--- src/plcm_pkg.sv ---
package plcm_pkg;

  // One color table row as held in the table memory
  typedef struct packed {
    logic signed [31:0] bound;
    logic [7:0]         red;
    logic [7:0]         green;
    logic [7:0]         blue;
    logic [15:0]        alpha;
  } row_t;

  // Divider geometry: numerator up to 56 bits, quotient below 2**24
  localparam int NUM_W = 56;
  localparam int DEN_W = 32;
  localparam int QUO_W = 24;

  // Clamp status codes
  localparam logic [1:0] ST_INSIDE = 2'd0;
  localparam logic [1:0] ST_BELOW  = 2'd1;
  localparam logic [1:0] ST_ABOVE  = 2'd2;

  // Command codes
  localparam logic CMD_LOAD = 1'b0;
  localparam logic CMD_MAP  = 1'b1;

endpackage

--- src/plcm_div.sv ---
// Restoring divider, one quotient bit per cycle.
// The caller guarantees numerator < divisor * 2**QUO_W.
module plcm_div import plcm_pkg::*; (
  input  logic             clk,
  input  logic             rst,
  input  logic             start,
  input  logic [NUM_W-1:0] num,
  input  logic [DEN_W-1:0] den,
  output logic             done,
  output logic [QUO_W-1:0] quo
);

  localparam int CW = $clog2(QUO_W + 1);

  logic [DEN_W-1:0] rem;
  logic [QUO_W-1:0] qsh;
  logic [CW-1:0]    cnt;
  logic [DEN_W:0]   trial;
  logic             fits;

  assign trial = {rem, qsh[QUO_W-1]};
  assign fits  = trial >= {1'b0, den};
  assign quo   = qsh;

  always_ff @(posedge clk) begin
    if (rst) begin
      cnt  <= '0;
      done <= 1'b0;
    end else begin
      done <= 1'b0;
      if (start) begin
        rem <= num[NUM_W-1:QUO_W];
        qsh <= num[QUO_W-1:0];
        cnt <= CW'(QUO_W);
      end else if (cnt != '0) begin
        rem  <= fits ? DEN_W'(trial - {1'b0, den}) : trial[DEN_W-1:0];
        qsh  <= {qsh[QUO_W-2:0], fits};
        cnt  <= cnt - 1'b1;
        done <= (cnt == CW'(1));
      end
    end
  end

endmodule

--- config.mk ---
export PLATFORM = sky130hd
export DESIGN_NAME = plcm_div
export DESIGN_NICKNAME = d
export VERILOG_FILES = /design/src/plcm_pkg.sv /design/src/plcm_div.sv
export SDC_FILE = /design/constraint.sdc
export NUM_CORES = 1
export LEC_CHECK = 0
export ABC_AREA = 1
export BUFFER_PORTS_ARGS = -buffer_cell sky130_fd_sc_hd__buf_2
export CAP_MARGIN = 20
export CORE_MARGIN = 2
export CORE_UTILIZATION = 55
export DETAILED_ROUTE_END_ITERATION = 8
export PLACE_DENSITY = 0.88
export SYNTH_ARGS = -nofsm -noshare
export SYNTH_HDL_FRONTEND = slang
export SYNTH_SLANG_ARGS = --single-unit
--- constraint.sdc ---
create_clock -name clk -period 3.5 [get_ports clk]
set_clock_uncertainty 0.05 [all_clocks]
set_input_delay 0 -clock clk [delete_from_list [all_inputs] [get_ports clk]]
set_output_delay 0 -clock clk [all_outputs]
set_load 0.01 [all_outputs]
# Word-level counts from Yosys, hierarchy flattened

Cells that the tools add are included.

$add $sub $neg: 2
Magnitude comparators: 1
Equal/unequal tests: 1
Multiplexer cells: 7
Bitwise logic cells: 2
Reduce and logical (&&, ||, !) cells: 5

Operators with widths:

| kind                  | count |
|---|---|
| $mux W32              | 3 |
| $mux W24              | 2 |
| $ge A33 B32 Y1        | 1 |
| $sub A32 B32 Y32      | 1 |
| $mux W5               | 2 |
| $eq A5 B1 Y1 const B  | 1 |
| $reduce_bool A5 Y1    | 1 |
| $sub A5 B1 Y5 const B | 1 |
| $reduce_or A3 Y1      | 1 |
| $not A1 Y1            | 2 |
| $reduce_and A2 Y1     | 1 |
| $reduce_bool A2 Y1    | 1 |
| $reduce_or A2 Y1      | 1 |

Flip-flop bits (word level): 62
Input bits: 91
Output and inout bits: 25
Logic and storage cells: 23

# Depth between registers and ports, before layout

Depth after elaboration: 4
Mapped depth: 17
Gate-level depth less buffers: 16

# Least setup slack after synthesis

No wires, ideal clock.

Path type: flip-flop to flip-flop
Start: reg cnt[0]
End: reg qsh[0] (netlist: quo[0]) (enable)
Setup time: 410 ps
Arrival: 2032 ps
Data required time: 3040 ps
Setup slack: 1007 ps
Stages on the path, launching flop included: 8
Path buffers: 0
Period minus slack after synthesis: 2493 ps
Cell sequence: dfxtp_1 > inv_1 > ha_1 > inv_1 > nor2_1 > inv_1 > o21ai_0 > inv_1

Word-level cells in the longest chain between the ends: 3

RTL lines:

| element                             | line           | source |
|---|---|---|
| start: declaration                  | plcm_div.sv:17 | `logic [CW-1:0] cnt;` |
| start signal: assignment            | plcm_div.sv:34 | `cnt <= CW'(QUO_W);` |
| start signal: assignment            | plcm_div.sv:38 | `cnt <= cnt - 1'b1;` |
| $reduce_bool A5 Y1                  | plcm_div.sv:35 | `end else if (cnt != '0) begin` |
| $reduce_bool A2 Y1 (no source line) | --             |  |
| $reduce_and A2 Y1 (no source line)  | --             |  |
| end signal: assignment              | plcm_div.sv:33 | `qsh <= num[QUO_W-1:0];` |
| end signal: assignment              | plcm_div.sv:37 | `qsh <= {qsh[QUO_W-2:0], fits};` |
| end: declaration                    | plcm_div.sv:16 | `logic [QUO_W-1:0] qsh;` |

Every way passes these cells.
A chain may end at the register's enable or synchronous reset.

# Final worst setup path

Start: reg rem[27]
End: reg rem[27], data pin

Word-level cells in the longest chain between the ends: 4

RTL lines:

| element                  | line           | source |
|---|---|---|
| start: declaration       | plcm_div.sv:15 | `logic [DEN_W-1:0] rem;` |
| start signal: assignment | plcm_div.sv:32 | `rem <= num[NUM_W-1:QUO_W];` |
| start signal: assignment | plcm_div.sv:36 | `rem <= fits ? DEN_W'(trial - {1'b0, den}) : trial[DEN_W-1:0];` |
| $ge A33 B32 Y1           | plcm_div.sv:22 | `assign fits = trial >= {1'b0, den};` |
| $mux W32                 | plcm_div.sv:36 |  |
| $mux W32                 | plcm_div.sv:35 |  |
| $mux W32                 | plcm_div.sv:31 | `if (start) begin` |

Every way passes these cells. The select of a mux whose other input is x is not followed.

==> impl_metrics.toml <==
[run_status]
status = "finished clean"

[global_route]
antenna_found_initial = 0
grt_max_degree = 60
grt_overflow = 0
grtUsageTotal_pct = 31.3
grt_pass1_wl_um = 28500
grt_pass1_vias = 6222

[floorplanning]
rows = 37
initial_core_util_pct = 56.4
io_pins = 116
die_w_um = 107
placeableCoreArea_mm2 = 0.0103
dieHeight_um = 107
die_area_mm2 = 0.0114

[place]
gp_congestion = 1.07
portBuffers = 115
dp_hpwl_um = 11700
dp_cells = 1156
dpl_cell_area_mm2 = 0.00648

[hold_path]
hold_depth = 5
holdPathEnd = "rem[0]"
hold_start = "den[0]"
hold_class = "input pin to register"

[routing]
vias = 6286
drt-total-wl_um = 17300
detail_route.iter0.violations = 485
wl_per_cell_um = 14.1
drc = 0
ant_nets = 0
dr.pass1.iters = 6
viasPerCell = 5.11

[synth]
ys.flop_type = "edfxtp_1"
synth_edf_count = 56
syn_nets = 1050
synth.area.top_cells = "edfxtp_1 29%, nand2_1 27%, inv_1 11%"
synth_fa_ha_area_share_pct = 7.86
async_reset_ff_share_pct = 0
ys_top_cells_by_count = "415 x nand2_1, 163 x inv_1, 69 x nand3_1, 56 x edfxtp_1, 48 x nor2_1"
netlist_area_mm2 = 0.00582
synth.distinct_cells = 37
synth_simple_gate_area_share_pct = 43.0
ys_seq_elements = 62
netlist_instances = 923
synth_top_area_share_pct = 28.9
synth_top_family_by_area = "simple AND/OR/NAND/NOR gates"
synth_mux_area_share_pct = 0
synth_xor_area_share_pct = 2.26
synth_compound_area_share_pct = 2.84
seq_area_frac_synth_pct = 30.9
avgSynthCellArea_um2 = 6.31
yosysMostFrequentCell = "nand2_1"
ys_warn_count = 0
yosysTopAreaCell = "edfxtp_1"

[sta]
timing.final.crit_share_pct = 77.9
period_needed_ns = 2.73
setup_viol = 0
tns_ns = 0
finalMaxSlewViolations = 0
tightest_slew_ns = 0.684
max_freq_mhz = 367
finalHoldViolations = 0
rsz0062_at_grt = "no"
slew_headroom_pct = 54.3

[cts]
cts.htree.levels = 3
cts_made_buffers = 9
cts-hold-fix-buffers = 57
cts-resized-gates = 0
clockBufferDepth = 2
cts_setup_buffers = 0
path_clk_slew_ns = 0.09
cts_tree = "built"
clock-root-buffer = "clkbuf_8"
cts_sinks = 62
clock_latency_ns = 0.35

[power_and_ir_drop]
p_sw_mw = 1.19
vdd_drop_max_mv = 0.264
power_mw = 2.95
leakage_nw = 4.12
p_sw_share_pct = 40.3
clkPwrFrac_pct = 23.1
p_int_mw = 1.76
power_frac_comb_pct = 43.7
pwr_density_cell_mw_per_mm2 = 407
seqPwrFrac_pct = 33.2

[cells_and_area]
final_cells = 1229
drive_above_1_share_pct = 14.6
final_cell_area_mm2 = 0.00725
diodes = 0
syn_to_final_growth_pct = 24.5
fin_util_pct = 70.3
fin_nets = 1215
num-fill-cells = 859

[setup_path]
cp_top_family = "simple AND/OR/NAND/NOR gates"
worstPathRequired_ns = 3.57
cp_max_fo = 33
arrival_ns = 2.80
cpMostUsedCell = "nand2_1"
slowest_stage = "nor2_8"
path_class = "register to register"
worstPathCellList = "ha_1 > a21oi_1 > nand2_1 > a21oi_1 > nand2_2 > nor2_8 > nand2_8 > nand2_1 > nand2_1 > nand2_1 > nand2_1"
crit_path_end_kind = "register"
max_stage_delay_ns = 0.45
ff2ff_path_depth = 11
cp-start-kind = "register"
timing.rr.end = "rem[27]"
critPathBufInv = 0
r2r_start = "rem[27]"
r2r_slack_ns = 0.77

[flow_run]
drv_cap = 0
==> worst register-to-register path, cell delays in order, from the launching register on <==
cell      delay [ns]
edfxtp_1        0.40
ha_1            0.35
a21oi_1         0.27
nand2_1         0.08
a21oi_1         0.16
nand2_2         0.12
nor2_8          0.45
nand2_8         0.25
nand2_1         0.19
nand2_1         0.06
nand2_1         0.06
nand2_1         0.04
==> cell families after synthesis <==
group | count (synthesis)
DFF | 62
buffers and inverters | 193
AOI/OAI and AO/OA | 29
and+or+nand+nor | 588
xor gates and xnor gates | 15
adders and majority gates | 36
==> cell usage in the layout (no fill, tap or decap), drive strengths merged <==
master	n
o21ai	3
clkinvlp	1
a211oi	1
nor3b	1
a21oi	19
a21o	1
nor3	2
edfxtp	56
and2	2
dfxtp	6
or2	1
o21bai	1
ha	35
nand2	420
nor2	56
o31ai	2
fa	1
o21a	1
clkinv	1
bufinv	1
nand3b	25
nand3	70
xnor2	15
a31oi	1
buf	119
clkbuf	9
dlygate4sd3	57
nand4	11
inv	175
==> registers in the layout, summed over array words and instances (netlist names) <==
signal  count
done        1
cnt         5
quo        24
rem        32
==> power groups by stage <==
stage / Combinational, mW / Clock, mW / Sequential, mW
after CTS: 1.26 / 0.690 / 0.975
after floorplan: 0.906 / 0 / 0.997
final: 1.29 / 0.682 / 0.980
after global routing: 1.45 / 0.721 / 0.989
after detailed placement: 1.20 / 0 / 0.990
after global placement: 1.18 / 0 / 0.988
==> how the worst max path moves through the flow <==
stage	start	endpoint	slack (ns)	cells past startpoint
after floorplan	cnt[0]	quo[0]	1.01	7
after global placement	rem[26]	rem[27]	0.85	13
after detailed placement	rem[27]	rem[27]	0.79	11
after CTS	rem[27]	rem[27]	0.79	11
after global routing	rem[27]	rem[21]	0.56	11
final	rem[27]	rem[27]	0.77	11
==> metal layers <==
metal,global-route usage [%],vias up,part of all wire [%]
li1,-,3178,-
met1,39.5,2816,42
met2,55.1,255,49
met3,4.01,37,6.7
met4,10.6,0,2.4
met5,0,-,0
==> through the flow <==
step,worst slack (ns),hold WS [ns]
5_1_grt,0.559,0.228
2_1_floorplan,1.01,0.0194
3_3_place_gp,0.854,0.159
3_5_place_dp,0.792,0.168
6_report,0.773,0.240
4_1_cts,0.786,0.168
==> area by class of cell <==
class	instances	area [µm²]	area share [%]
inverters	171	642	8.85
repair buffers	176	1180	16.2
multi-input cells	668	3260	44.9
well taps	136	170	2.35
flip-flops and latches	62	1800	24.8
clock buffers	9	124	1.71
clock inverters	7	80.1	1.10
(Power assumes the default switching activity.)
